<file path="src/altok_pkg.sv">
// shared types and constants of the assembler line tokenizer
// result record, result buffer write bundle, kind and error codes
// no dependencies
package altok_pkg;

	// default sizes, handed to the top level parameters
	localparam int DEF_MAX_TOKENS   = 16;
	localparam int DEF_MAX_LINE_LEN = 256;

	// reset value of the line number limit register
	localparam logic [15:0] MAX_LINE_NUM_RESET = 16'd65529;

	// digit accumulator saturation value, always above any 16-bit limit
	localparam logic [16:0] NUM_CAP = 17'd65536;

	// characters with a meaning to the tokenizer
	localparam logic [7:0] CH_SEMI   = 8'h3B;
	localparam logic [7:0] CH_QUOTE  = 8'h22;
	localparam logic [7:0] CH_BSLASH = 8'h5C;
	localparam logic [7:0] CH_TAB    = 8'h09;
	localparam logic [7:0] CH_LF     = 8'h0A;
	localparam logic [7:0] CH_CR     = 8'h0D;
	localparam logic [7:0] CH_SPACE  = 8'h20;
	localparam logic [7:0] CH_ZERO   = 8'h30;
	localparam logic [7:0] CH_NINE   = 8'h39;

	// result kinds
	typedef enum logic [2:0] {
		KIND_CHAR      = 3'd0,
		KIND_REPLACE   = 3'd1,
		KIND_TOKEN_END = 3'd2,
		KIND_LINE_NUM  = 3'd3,
		KIND_LINE_DONE = 3'd4,
		KIND_ERROR     = 3'd5
	} kind_t;

	// error codes
	typedef enum logic [2:0] {
		ERR_UNTERM     = 3'd0,
		ERR_QUOTE      = 3'd1,
		ERR_NO_SP_SEMI = 3'd2,
		ERR_NO_SP_QUOT = 3'd3,
		ERR_TOO_MANY   = 3'd4,
		ERR_LINE_RANGE = 3'd5
	} err_t;

	// one result item
	typedef struct packed {
		kind_t       kind;
		logic [7:0]  char_value;
		logic [7:0]  start_offset;
		logic [8:0]  source_length;
		logic [3:0]  token_index;
		logic [15:0] line_value;
		err_t        error_code;
		logic        has_comment;
		logic        last;
	} result_t;

	// results of one accepted item going into the result buffer
	typedef struct packed {
		logic [1:0] n;
		result_t    r0;
		result_t    r1;
	} rq_write_t;

endpackage

</file>
<file path="src/altok_outq.sv">
// two-entry result buffer between the tokenizer and the output channel
// takes up to two results per cycle, presents one per transaction
// depends on altok_pkg
module altok_outq import altok_pkg::*; (
	input  logic      clk,
	input  logic      arst_n,
	input  rq_write_t wr,
	input  logic      take,
	output result_t   head,
	output logic      head_valid,
	output logic      can_take
);

	logic [1:0] cnt_q;
	result_t    slot0_q;
	result_t    slot1_q;

	logic       pop;
	logic [1:0] base;
	result_t    slot0_d;
	result_t    slot1_d;

	assign head       = slot0_q;
	assign head_valid = (cnt_q != 2'd0);
	assign pop        = take && head_valid;
	assign base       = cnt_q - {1'b0, pop};

	// room for two results once the current head leaves
	assign can_take = (cnt_q == 2'd0) || ((cnt_q == 2'd1) && take);

	// shift out the head, then append new results behind what is kept
	always_comb begin
		slot0_d = slot0_q;
		slot1_d = slot1_q;
		if (pop) begin
			slot0_d = slot1_q;
		end
		if (wr.n != 2'd0) begin
			if (base == 2'd0) begin
				slot0_d = wr.r0;
			end else begin
				slot1_d = wr.r0;
			end
		end
		if (wr.n == 2'd2) begin
			slot1_d = wr.r1;
		end
	end

	// fill count
	always_ff @(posedge clk or negedge arst_n) begin
		if (!arst_n) begin
			cnt_q <= 2'd0;
		end else begin
			cnt_q <= base + wr.n;
		end
	end

	// payload slots
	always_ff @(posedge clk) begin
		slot0_q <= slot0_d;
		slot1_q <= slot1_d;
	end

endmodule

</file>
<file path="src/assembler_line_tokenizer.sv">
// top level of the assembler line tokenizer: per-byte state machine and ports
// depends on altok_pkg and altok_outq
//
// Usage:
// - input channel (in_valid/in_ready): one source byte in ch per transaction,
//   or an end-of-line marker with line_end high (ch is then ignored)
// - output channel (out_valid/out_ready): one result per transaction; the
//   last result caused by an input transaction carries last high
// - configuration channel (cfg_valid/cfg_ready/cfg_data): writes the line
//   number limit; always ready; the user must write it only while the
//   block is idle, which the block itself does not enforce
// - an accepted item's results are registered as the tokenizer state advances
// - throughput: one item per cycle while each item causes at most one result
//   and the receiver takes one per cycle; an end of line with a pending token
//   or an open string causes two results, and in_ready drops while the
//   single-result output port drains the two-entry result buffer
// - when the receiver stalls, up to two results wait in the buffer and
//   in_ready drops once the buffer cannot take another item's results
// - reset: state machine at start of token, counters cleared, buffer empty,
//   line number limit back to 65529
module assembler_line_tokenizer import altok_pkg::*; #(
	parameter int MAX_TOKENS   = DEF_MAX_TOKENS,
	parameter int MAX_LINE_LEN = DEF_MAX_LINE_LEN
) (
	input  logic        clk,
	input  logic        arst_n,
	input  logic        in_valid,
	output logic        in_ready,
	input  logic [7:0]  ch,
	input  logic        line_end,
	output logic        out_valid,
	input  logic        out_ready,
	output logic [2:0]  kind,
	output logic [7:0]  char_value,
	output logic [7:0]  start_offset,
	output logic [8:0]  source_length,
	output logic [3:0]  token_index,
	output logic [15:0] line_value,
	output logic [2:0]  error_code,
	output logic        has_comment,
	output logic        last,
	input  logic        cfg_valid,
	output logic        cfg_ready,
	input  logic [15:0] cfg_data
);

	localparam int CLW = $clog2(MAX_LINE_LEN + 1);
	localparam int TCW = $clog2(MAX_TOKENS + 1);
	localparam logic [CLW-1:0] COL_LIMIT = CLW'(MAX_LINE_LEN);
	localparam logic [TCW-1:0] TOK_LIMIT = TCW'(MAX_TOKENS);

	// token character count only needs none, one or more
	localparam logic [1:0] TC_NONE = 2'd0;
	localparam logic [1:0] TC_ONE  = 2'd1;
	localparam logic [1:0] TC_MANY = 2'd2;

	typedef enum logic [2:0] {
		ST_START  = 3'd0,
		ST_STRING = 3'd1,
		ST_TOKEN  = 3'd2,
		ST_ESCAPE = 3'd3,
		ST_NEEDWS = 3'd4,
		ST_END    = 3'd5,
		ST_ERROR  = 3'd6
	} state_t;

	typedef struct packed {
		logic    emit;
		logic    ok;
		logic    inc;
		result_t r;
	} save_t;

	state_t           st_q, st_d;
	logic [CLW-1:0]   col_q, col_d;
	logic [CLW-1:0]   ts_q, ts_d;
	logic [1:0]       tc_q, tc_d;
	logic [TCW-1:0]   cnt_q, cnt_d;
	logic             dig_q, dig_d;
	logic [16:0]      acc_q, acc_d;
	logic             com_q, com_d;
	logic [15:0]      max_line_q;

	logic             accept;
	logic             nl, ws;
	logic             do_push, do_save, do_fail, do_repl;
	err_t             err;
	save_t            sv;
	result_t          r0, r1, done_r;
	logic [1:0]       n;
	logic [20:0]      acc_v;
	rq_write_t        wr;
	result_t          head;
	logic             can_take;

	// widen or cut state values to the result field widths
	function automatic logic [7:0] to_off8(input logic [CLW-1:0] v);
		logic [CLW+7:0] w;
		w = {8'b0, v};
		return w[7:0];
	endfunction

	function automatic logic [8:0] to_len9(input logic [CLW-1:0] v);
		logic [CLW+8:0] w;
		w = {9'b0, v};
		return w[8:0];
	endfunction

	function automatic logic [3:0] to_idx4(input logic [TCW-1:0] v);
		logic [TCW+3:0] w;
		w = {4'b0, v};
		return w[3:0];
	endfunction

	function automatic result_t err_res(input err_t code);
		result_t r;
		r            = '0;
		r.kind       = KIND_ERROR;
		r.error_code = code;
		return r;
	endfunction

	// end the pending token: line number, token end or an error
	function automatic save_t save_fn(
		input logic [1:0]     tc,
		input logic [CLW-1:0] ts,
		input logic [CLW-1:0] col,
		input logic           dig,
		input logic [16:0]    acc,
		input logic [TCW-1:0] cnt,
		input logic [15:0]    maxln
	);
		save_t          s;
		logic [CLW-1:0] len;
		s   = '0;
		len = col - ts;
		s.ok = 1'b1;
		if (tc != TC_NONE) begin
			s.emit = 1'b1;
			if ((ts == '0) && dig) begin
				if (acc > {1'b0, maxln}) begin
					s.ok = 1'b0;
					s.r  = err_res(ERR_LINE_RANGE);
				end else begin
					s.r.kind          = KIND_LINE_NUM;
					s.r.source_length = to_len9(len);
					s.r.line_value    = acc[15:0];
				end
			end else if (cnt < TOK_LIMIT) begin
				s.inc             = 1'b1;
				s.r.kind          = KIND_TOKEN_END;
				s.r.start_offset  = to_off8(ts);
				s.r.source_length = to_len9(len);
				s.r.token_index   = to_idx4(cnt);
			end else begin
				s.ok = 1'b0;
				s.r  = err_res(ERR_TOO_MANY);
			end
		end
		return s;
	endfunction

	assign accept    = in_valid && in_ready;
	assign in_ready  = can_take;
	assign cfg_ready = 1'b1;

	assign nl = (ch == CH_LF) || (ch == CH_CR);
	assign ws = nl || (ch == CH_TAB) || (ch == CH_SPACE);

	assign sv    = save_fn(tc_q, ts_q, col_q, dig_q, acc_q, cnt_q, max_line_q);
	assign acc_v = 21'({acc_q, 3'b000}) + 21'({acc_q, 1'b0}) + 21'(ch - CH_ZERO);

	// one tokenizer step for the item at the input
	always_comb begin
		st_d    = st_q;
		col_d   = col_q;
		ts_d    = ts_q;
		tc_d    = tc_q;
		cnt_d   = cnt_q;
		dig_d   = dig_q;
		acc_d   = acc_q;
		com_d   = com_q;
		r0      = '0;
		r1      = '0;
		n       = 2'd0;
		do_push = 1'b0;
		do_save = 1'b0;
		do_fail = 1'b0;
		do_repl = 1'b0;
		err     = ERR_UNTERM;
		done_r  = '0;
		done_r.kind        = KIND_LINE_DONE;
		done_r.has_comment = com_q;

		if (line_end) begin
			// end of line: close what is open, report line done, start over
			case (st_q)
				ST_STRING, ST_ESCAPE: begin
					do_fail = 1'b1;
				end
				ST_TOKEN, ST_NEEDWS: begin
					do_save = 1'b1;
				end
				default: begin
				end
			endcase
			if (do_fail) begin
				r0 = err_res(ERR_UNTERM);
				r1 = done_r;
				n  = 2'd2;
			end else if (do_save && sv.emit) begin
				r0 = sv.r;
				r1 = done_r;
				n  = 2'd2;
			end else begin
				r0 = done_r;
				n  = 2'd1;
			end
			st_d  = ST_START;
			col_d = '0;
			ts_d  = '0;
			cnt_d = '0;
			com_d = 1'b0;
			tc_d  = TC_NONE;
			dig_d = 1'b1;
			acc_d = '0;
		end else begin
			// byte: state transitions
			case (st_q)
				ST_START: begin
					if (ch == CH_SEMI) begin
						com_d = 1'b1;
						st_d  = ST_END;
					end else if (ch == CH_QUOTE) begin
						do_push = 1'b1;
						st_d    = ST_STRING;
					end else if (!ws) begin
						do_push = 1'b1;
						st_d    = ST_TOKEN;
					end
				end
				ST_STRING: begin
					if (ch == CH_BSLASH) begin
						do_push = 1'b1;
						st_d    = ST_ESCAPE;
					end else if (ch == CH_QUOTE) begin
						do_push = 1'b1;
						st_d    = ST_NEEDWS;
					end else if (nl) begin
						do_fail = 1'b1;
						err     = ERR_UNTERM;
					end else begin
						do_push = 1'b1;
					end
				end
				ST_TOKEN: begin
					if (ch == CH_QUOTE) begin
						do_fail = 1'b1;
						err     = ERR_QUOTE;
					end else if (ch == CH_SEMI) begin
						do_fail = 1'b1;
						err     = ERR_NO_SP_SEMI;
					end else if (ws) begin
						do_save = 1'b1;
					end else begin
						do_push = 1'b1;
					end
				end
				ST_ESCAPE: begin
					if (ch == CH_QUOTE) begin
						do_repl = 1'b1;
						st_d    = ST_STRING;
					end else if (nl) begin
						do_fail = 1'b1;
						err     = ERR_UNTERM;
					end else begin
						do_push = 1'b1;
						st_d    = ST_STRING;
					end
				end
				ST_NEEDWS: begin
					if (ws) begin
						do_save = 1'b1;
					end else begin
						do_fail = 1'b1;
						err     = ERR_NO_SP_QUOT;
					end
				end
				default: begin
				end
			endcase

			// append a character to the token
			if (do_push) begin
				if (tc_q == TC_NONE) begin
					tc_d = TC_ONE;
					ts_d = col_q;
				end else begin
					tc_d = TC_MANY;
				end
				if ((ch >= CH_ZERO) && (ch <= CH_NINE)) begin
					acc_d = (acc_v > 21'(NUM_CAP)) ? NUM_CAP : acc_v[16:0];
				end else begin
					dig_d = 1'b0;
				end
				r0.kind         = KIND_CHAR;
				r0.char_value   = ch;
				r0.start_offset = to_off8((tc_q == TC_NONE) ? col_q : ts_q);
				r0.token_index  = to_idx4(cnt_q);
				n               = 2'd1;
			end

			// escaped quote overwrites the backslash
			if (do_repl) begin
				r0.kind         = KIND_REPLACE;
				r0.char_value   = CH_QUOTE;
				r0.start_offset = to_off8(ts_q);
				r0.token_index  = to_idx4(cnt_q);
				n               = 2'd1;
			end

			// whitespace after a token
			if (do_save) begin
				if (sv.emit) begin
					r0 = sv.r;
					n  = 2'd1;
				end
				if (sv.ok) begin
					st_d  = ST_START;
					tc_d  = TC_NONE;
					dig_d = 1'b1;
					acc_d = '0;
					if (sv.inc) begin
						cnt_d = cnt_q + TCW'(1);
					end
				end else begin
					st_d = ST_ERROR;
				end
			end

			if (do_fail) begin
				r0   = err_res(err);
				n    = 2'd1;
				st_d = ST_ERROR;
			end

			// column saturates at the line length bound
			if (col_q < COL_LIMIT) begin
				col_d = col_q + CLW'(1);
			end
		end

		// mark the final result of this item
		if (n == 2'd2) begin
			r1.last = 1'b1;
		end else if (n == 2'd1) begin
			r0.last = 1'b1;
		end
	end

	// tokenizer state and line number limit
	always_ff @(posedge clk or negedge arst_n) begin
		if (!arst_n) begin
			st_q       <= ST_START;
			col_q      <= '0;
			ts_q       <= '0;
			tc_q       <= TC_NONE;
			cnt_q      <= '0;
			dig_q      <= 1'b1;
			acc_q      <= '0;
			com_q      <= 1'b0;
			max_line_q <= MAX_LINE_NUM_RESET;
		end else begin
			if (accept) begin
				st_q  <= st_d;
				col_q <= col_d;
				ts_q  <= ts_d;
				tc_q  <= tc_d;
				cnt_q <= cnt_d;
				dig_q <= dig_d;
				acc_q <= acc_d;
				com_q <= com_d;
			end
			if (cfg_valid) begin
				max_line_q <= cfg_data;
			end
		end
	end

	// results into the buffer only on an input transaction
	always_comb begin
		wr    = '0;
		wr.r0 = r0;
		wr.r1 = r1;
		wr.n  = accept ? n : 2'd0;
	end

	altok_outq u_outq (
		.clk        (clk),
		.arst_n     (arst_n),
		.wr         (wr),
		.take       (out_ready),
		.head       (head),
		.head_valid (out_valid),
		.can_take   (can_take)
	);

	// output fields
	assign kind          = head.kind;
	assign char_value    = head.char_value;
	assign start_offset  = head.start_offset;
	assign source_length = head.source_length;
	assign token_index   = head.token_index;
	assign line_value    = head.line_value;
	assign error_code    = head.error_code;
	assign has_comment   = head.has_comment;
	assign last          = head.last;

endmodule
</file>
<file path="config.mk">
export PLATFORM = sky130hd
export DESIGN_NAME = assembler_line_tokenizer
export DESIGN_NICKNAME = d
export VERILOG_FILES = /design/src/altok_pkg.sv /design/src/altok_outq.sv /design/src/assembler_line_tokenizer.sv
export SDC_FILE = /design/constraint.sdc
export NUM_CORES = 1
export LEC_CHECK = 0
export ABC_AREA = 1
export BUFFER_PORTS_ARGS = -buffer_cell sky130_fd_sc_hd__buf_2
export CORE_MARGIN = 2
export CORE_UTILIZATION = 40
export DETAILED_ROUTE_END_ITERATION = 8
export GPL_TIMING_DRIVEN = 0
export PLACE_DENSITY = 0.54
export SLEW_MARGIN = 25
export SYNTH_ARGS = -nofsm -noshare
export SYNTH_HDL_FRONTEND = slang
export SYNTH_SLANG_ARGS = --single-unit
</file>
<file path="constraint.sdc">
create_clock -name clk -period 10 [get_ports clk]
set_input_delay 1.5 -clock clk [delete_from_list [all_inputs] [get_ports clk]]
set_output_delay 1.5 -clock clk [all_outputs]
set_load 0.1 [all_outputs]
</file>
After elaboration in Yosys (flattened, before gate mapping)

Cells that the tools add are included.

Magnitude comparators: 6
Equal/unequal tests: 19
Muxes and demuxes: 118
Reductions and logical operators: 37
Add/sub/neg operators: 8

Operators by type and width:

| kind                                                                              | count |
|---|---|
| 53-bit two-way mux                                                                | 16 |
| 17-bit two-way mux                                                                | 6 |
| 56-bit two-way mux                                                                | 1 |
| 9-bit two-way mux                                                                 | 6 |
| 1-bit two-way mux                                                                 | 43 |
| 3-bit two-way mux                                                                 | 13 |
| 16-bit two-way mux                                                                | 2 |
| 2-bit two-way mux                                                                 | 16 |
| 5-bit two-way mux                                                                 | 6 |
| 8-bit by 4-bit equality test with 1-bit output, second input constant             | 3 |
| 8-bit by 6-bit equality test with 1-bit output, second input constant             | 3 |
| 2-bit nonzero test                                                                | 12 |
| 20-bit by 18-bit adder with 21-bit output                                         | 1 |
| 21-bit adder                                                                      | 1 |
| 21-bit by 17-bit greater-than comparator with 1-bit output, second input constant | 1 |
| 21-bit two-way mux                                                                | 1 |
| 19-bit two-way mux                                                                | 1 |
| 17-bit by 16-bit greater-than comparator with 1-bit output                        | 1 |
| 6-bit inequality test, second input constant                                      | 2 |
| 9-bit by 1-bit adder with 9-bit output, second input constant                     | 1 |
| 9-bit zero test                                                                   | 1 |
| 9-bit less-than comparator, second input constant                                 | 1 |
| 3-bit one-hot mux with 3 select lines                                             | 1 |
| 8-bit by 6-bit subtractor with 9-bit output, second input constant                | 1 |
| 29 further kinds                                                                  | 48 |

Word-level logic and storage cells: 217
Output and inout bits: 56
Input port bits: 30
Flip-flop bits (word level): 171

Longest topological paths before layout

Word-level depth: 21
Mapped depth: 22
Gate-level depth less buffers: 21

Cells and area by module

A second synthesis with hierarchy kept.

Cells, all modules: 1734
Area total of the unflattened synthesis: 12000.3 µm²

By module, submodules not included:

| module                   | instances | area each (µm²) | cells an instance | seq. area each (µm²) |
|---|---|---|---|---|
| assembler_line_tokenizer | 1         | 6687.7          | 1031              | 1595.3 |
| altok_outq               | 1         | 5312.6          | 703               | 2702.6 |

Worst setup path before layout

No wires, ideal clock.

Kind: input-to-reg
Start point: in out_ready
End point: reg u_outq.slot1_q[0] (netlist name), enable pin
Path buffers: 0
Stages on the path: 6
Required time: 9463 ps
Library setup time: 537 ps
Slack: 1716 ps
Data arrival time: 7747 ps
Cells stage by stage: inv_1 a21oi_1 nand2_1 inv_1 nand3_1 o21ai_0

Word-level cells in the longest chain between the ends: 7
Elaborated cells on any way between the ends: 12
Classes of those cells: add/sub: 1; eq/ne: 2; mux: 1; reduce/logical: 8

Ends and longest elaborated chain:

| what                                                                  | line                               | RTL |
|---|---|---|
| start, declared                                                       | assembler_line_tokenizer.sv:32     | `input logic out_ready,` |
| 1-bit logical AND (*)                                                 | altok_outq.sv:29                   | `assign can_take = (cnt_q == 2'd0) \|\| ((cnt_q == 2'd1) && take);` |
| 1-bit logical OR (*)                                                  | altok_outq.sv:29                   |  |
| net in_ready                                                          | assembler_line_tokenizer.sv:28     | `output logic in_ready,` |
| 1-bit logical AND (*)                                                 | assembler_line_tokenizer.sv:163    | `assign accept = in_valid && in_ready;` |
| 2-bit two-way mux (*)                                                 | assembler_line_tokenizer.sv:395    | `wr.n = accept ? n : 2'd0;` |
| 2-bit equality test or 2-bit nonzero test (tied branches)             | altok_outq.sv:45, altok_outq.sv:38 |  |
| 2-bit inequality test (no line) or 2-bit nonzero test (tied branches) | --                                 |  |
| 2-bit AND reduction (no line) (*)                                     | --                                 |  |
| end signal, assigned                                                  | altok_outq.sv:62                   | `slot1_q <= slot1_d;` |
| end, declared                                                         | altok_outq.sv:16                   | `result_t slot1_q;` |

Mark *: on every way through the listed nets, which the timed path passes. The rest lies on a longest branch.
A chain may end at the register's enable or synchronous reset.

Worst setup path in the final report

Start point: in ch[4]
End point: reg acc_q[6]

Word-level cells in the longest chain between the ends: 13
Elaborated cells on any way between the ends: 38
Classes of those cells: add/sub: 2; order compare: 3; eq/ne: 7; mux: 22; reduce/logical: 4

Ends and longest elaborated chain:

| what                                                  | line                            | RTL |
|---|---|---|
| start, declared                                       | assembler_line_tokenizer.sv:29  | `input logic [7:0] ch,` |
| branches (longest 11 deep; another with 21-bit adder) | --                              |  |
| 17-bit two-way mux (*)                                | assembler_line_tokenizer.sv:323 | `if (do_save) begin` |
| 17-bit two-way mux (*)                                | assembler_line_tokenizer.sv:195 | `if (line_end) begin` |
| end signal, assigned                                  | assembler_line_tokenizer.sv:370 | `acc_q <= '0;` |
| end signal, assigned                                  | assembler_line_tokenizer.sv:381 | `acc_q <= acc_d;` |
| end, declared                                         | assembler_line_tokenizer.sv:80  | `logic [16:0] acc_q, acc_d;` |

Mark *: on every way between the ends. The select of a mux whose other input is x is not followed.

==> impl_metrics.toml <==
[placed_design]
dp_cells = 1981
dp_slack_ns = 4.603
place.detailed.hpwl_um = 24420
io_buffers = 83
routabilityCongestion = 0.8815

[timing]
fin_ws_ns = 5.056
layout_min_cycle_time_ns = 4.944
finalCritPeriodShare_pct = 49.44
finalSetupViolations = 0
hold-worst-slack_ns = 0.4938
slew_headroom_pct = 47.29
finalHoldViolations = 0
worst_pin_slew_ns = 0.7898
maxSlewViolCount = 0
rsz0062_at_grt = "no"
skew_ns = 0.01466
max_freq_ghz = 0.2023
finalSetupTns_ns = 0

[yosys]
yosysWarnings = 0
synth_cell_types = 48
async_flop_share_pct = 38.01
syn_inst = 1553
synth_edf_count = 53
avgSynthCellArea_um2 = 7.128
synthesis.area_mm2 = 0.01107
synth_nets = 1654
ys_seq_area_share_pct = 38.83
dominantRegCellSynth = "edfxtp_1"
ys_ff_latch = 171

[worst_setup_path]
r2r_cells = 11
cp.required_ns = 10.38
cp-end-kind = "flip-flop"
r2r-end = "u_outq.slot1_q[31]"
crit_top_cell = "nand2_1"
cp_cell_sequence = "buf_2 > ha_1 > nor2_2 > fa_1 > ha_1 > nand2_1 > inv_1 > nand2_1 > nor3_1 > nand4_1 > nand4_1 > nand3_1 > nor2_2 > buf_2 > nand3_1 > nand2_1 > nand2_1 > nand2_1"
path_class = "in -> reg"
start_kind = "primary input"
critPathMaxStageDelay_ns = 0.65
critPathMaxFanout = 12
cp_slowest_cell = "nor2_2"
setup.worst_path.start = "ch[4]"
regToRegStartpoint = "u_outq.cnt_q[1]"
crit_arrival_ns = 5.33
r2r_slack_ns = 6.16

[cts]
postCtsSetupBuffers = 0
clk_pin_slew_ns = 0.07
cts_buffers = 17
cts.repair.resized = 0
cts_hold_buf = 0
cts_sinks = 171
cts_buffer_depth = 2
clk_latency_ns = 0.45
cts_tree = "yes"
cts_htree_levels = 4
root_buffer = "clkbuf_16"

[route]
wl_per_cell_um = 15.78
routed_wl_um = 31770
wl_met2_um = 15800
drcViolationCount = 0
vias_per_cell = 5.093
m1WireLength_um = 14250
first_iter_violations = 797
drtPass1Iterations = 8
ant_nets = 0
via_count = 10252
wl_met3_um = 946
top_layer = "met4"

[floorplanning]
row_count = 60
io_pins = 86
core_area_mm2 = 0.02703
start_util_pct = 40.96
die_x_um = 170.4
dieArea_mm2 = 0.02902
die_h_um = 170.4

[grt]
grt_usage_pct = 22.74
antenna_found_initial = 0
grt_overflow = 0
grt_start_max_net_pins = 45
grt_pass1_vias = 9933
grt_pass1_wl_um = 51380

[layout]
final_common_cell = "nand2_1"
fin_nets = 1760
syn_to_final_growth_pct = 14.12
antenna_cells = 0
layout_common_cells = "nand2_1, inv_1, nand3_1, nor2_1, buf_2"
fin_cells = 2013
drive_gt1_share_pct = 11.78
utilization_pct = 46.74

[worst_hold_path]
min_from = "max_line_q[14]"
hold_class = "reg -> reg"
hold_depth = 2
min_to = "max_line_q[14]"

[status]
status = "finished clean"

[power_and_ir_drop]
ir_worst_vdd_uv = 173.7
cellPowerDensity_mw_per_mm2 = 321.4
power_leakage_nw = 6.416

[flow_run]
cap_violations = 0
-- report_power, final --
group          total [W]  internal (W)  switching [W]  leakage, nW
Combinational    0.00226      0.000520        0.00174         4.35
Sequential       0.00111      0.000969       0.000143         1.78
Clock           0.000687      0.000372       0.000314        0.286
Total            0.00406       0.00186        0.00220         6.42
-- metrics by stage --
| stage | cell area [um2] | total power, W |
|---|---|---|
| 6_report | 12630 | 0.004059 |
| 5_1_grt | 12630 | 0.004334 |
| 4_1_cts | 12630 | 0.004077 |
| 3_5_place_dp | 12040 | 0.003381 |
| 3_3_place_gp | 11910 | 0.003344 |
| 2_1_floorplan | 11070 | 0.002869 |
-- synthesized netlist by cell type, types with 2 or more instances --
cell type	number	area, um2
nand2_1	614	2305
inv_1	142	533.0
nand3_1	101	505.5
nor2_1	101	379.1
o21ai_0	57	285.3
ha_1	54	675.7
dfxtp_1	53	1061
edfxtp_1	53	1592
dfrtp_1	50	1251
a21oi_1	46	230.2
o21ai_1	44	220.2
nand4_1	40	250.2
clkbuf_1	31	116.4
nor3_1	28	140.1
fa_1	17	340.3
dfstp_2	15	394.1
inv_2	12	45.04
buf_2	10	50.05
or2_2	9	56.30
o22ai_1	8	50.05
xnor2_1	8	70.07
xor2_1	7	61.31
nor2_2	6	37.54
buf_4	4	30.03
nor2_4	4	45.04
buf_6	3	33.78
nand2_2	3	18.77
a21oi_4	2	32.53
a31oi_1	2	12.51
buf_8	2	30.03
nand2_4	2	22.52
nand3_2	2	20.02
nand3b_1	2	15.01
nor3_2	2	20.02
nor3b_1	2	15.01
nor4_1	2	12.51
o2111ai_1	2	17.52
o21bai_1	2	15.01
o311ai_0	2	17.52
-- worst max-delay path by stage --
stage,endpoint,slack [ns]
after floorplan,u_outq.slot1_q[0],1.72
after global placement,u_outq.slot1_q[42],-0.68
after detailed placement,acc_q[6],4.60
after CTS,acc_q[6],5.06
after global routing,acc_q[6],4.72
final,acc_q[6],5.06
-- logic make-up (layout without fill, tap and decap cells) --
family	count (synthesis)	in the layout	share of synthesized area, %
and+or+nand+nor	919	919	34.77
buffers and inverters	206	325	7.641
DFF	171	171	38.83
AOI/OAI and AO/OA	168	168	8.172
adders and majority gates	71	71	9.178
xor gates and xnor gates	15	15	1.187
muxes	2	2	0.1922
other	1	1	0.03388
-- state kept, by name (all words and copies together), names as in the netlist --
signal,count
col_q,9
cnt_q,5
st_q,3
tc_q,2
com_q,1
dig_q,1
acc_q,17
ts_q,9
u_outq.head,53
max_line_q,16
u_outq.slot1_q,53
u_outq.cnt_q,2
-- cell type report --
| class | count | area (um2) |
|---|---|---|
| inverter | 155 | 581.8 |
| fill | 2814 | 14390 |
| buffer | 51 | 264.0 |
| clock buffer | 20 | 467.9 |
| multi-input combinational | 1176 | 5939 |
| tap | 341 | 426.7 |
| sequential | 171 | 4298 |
| clock inverter | 12 | 126.4 |
| timing repair buffer | 87 | 528.0 |
-- critical path, delay by kind of cell --
kind                       cells  cell delay, ns
buffers and inverters          3            0.48
adders and majority gates      3            1.22
and+or+nand+nor               12            2.11
-- metal layers --
metal | global-route usage, % | vias to the layer above
met2 | 40.84 | 199
met1 | 27.85 | 4760
met3 | 3.395 | 48
li1 | - | 5245
met4 | 7.469 | 0
met5 | 0 | -
Note: power is estimated with default switching activity, not from simulation.
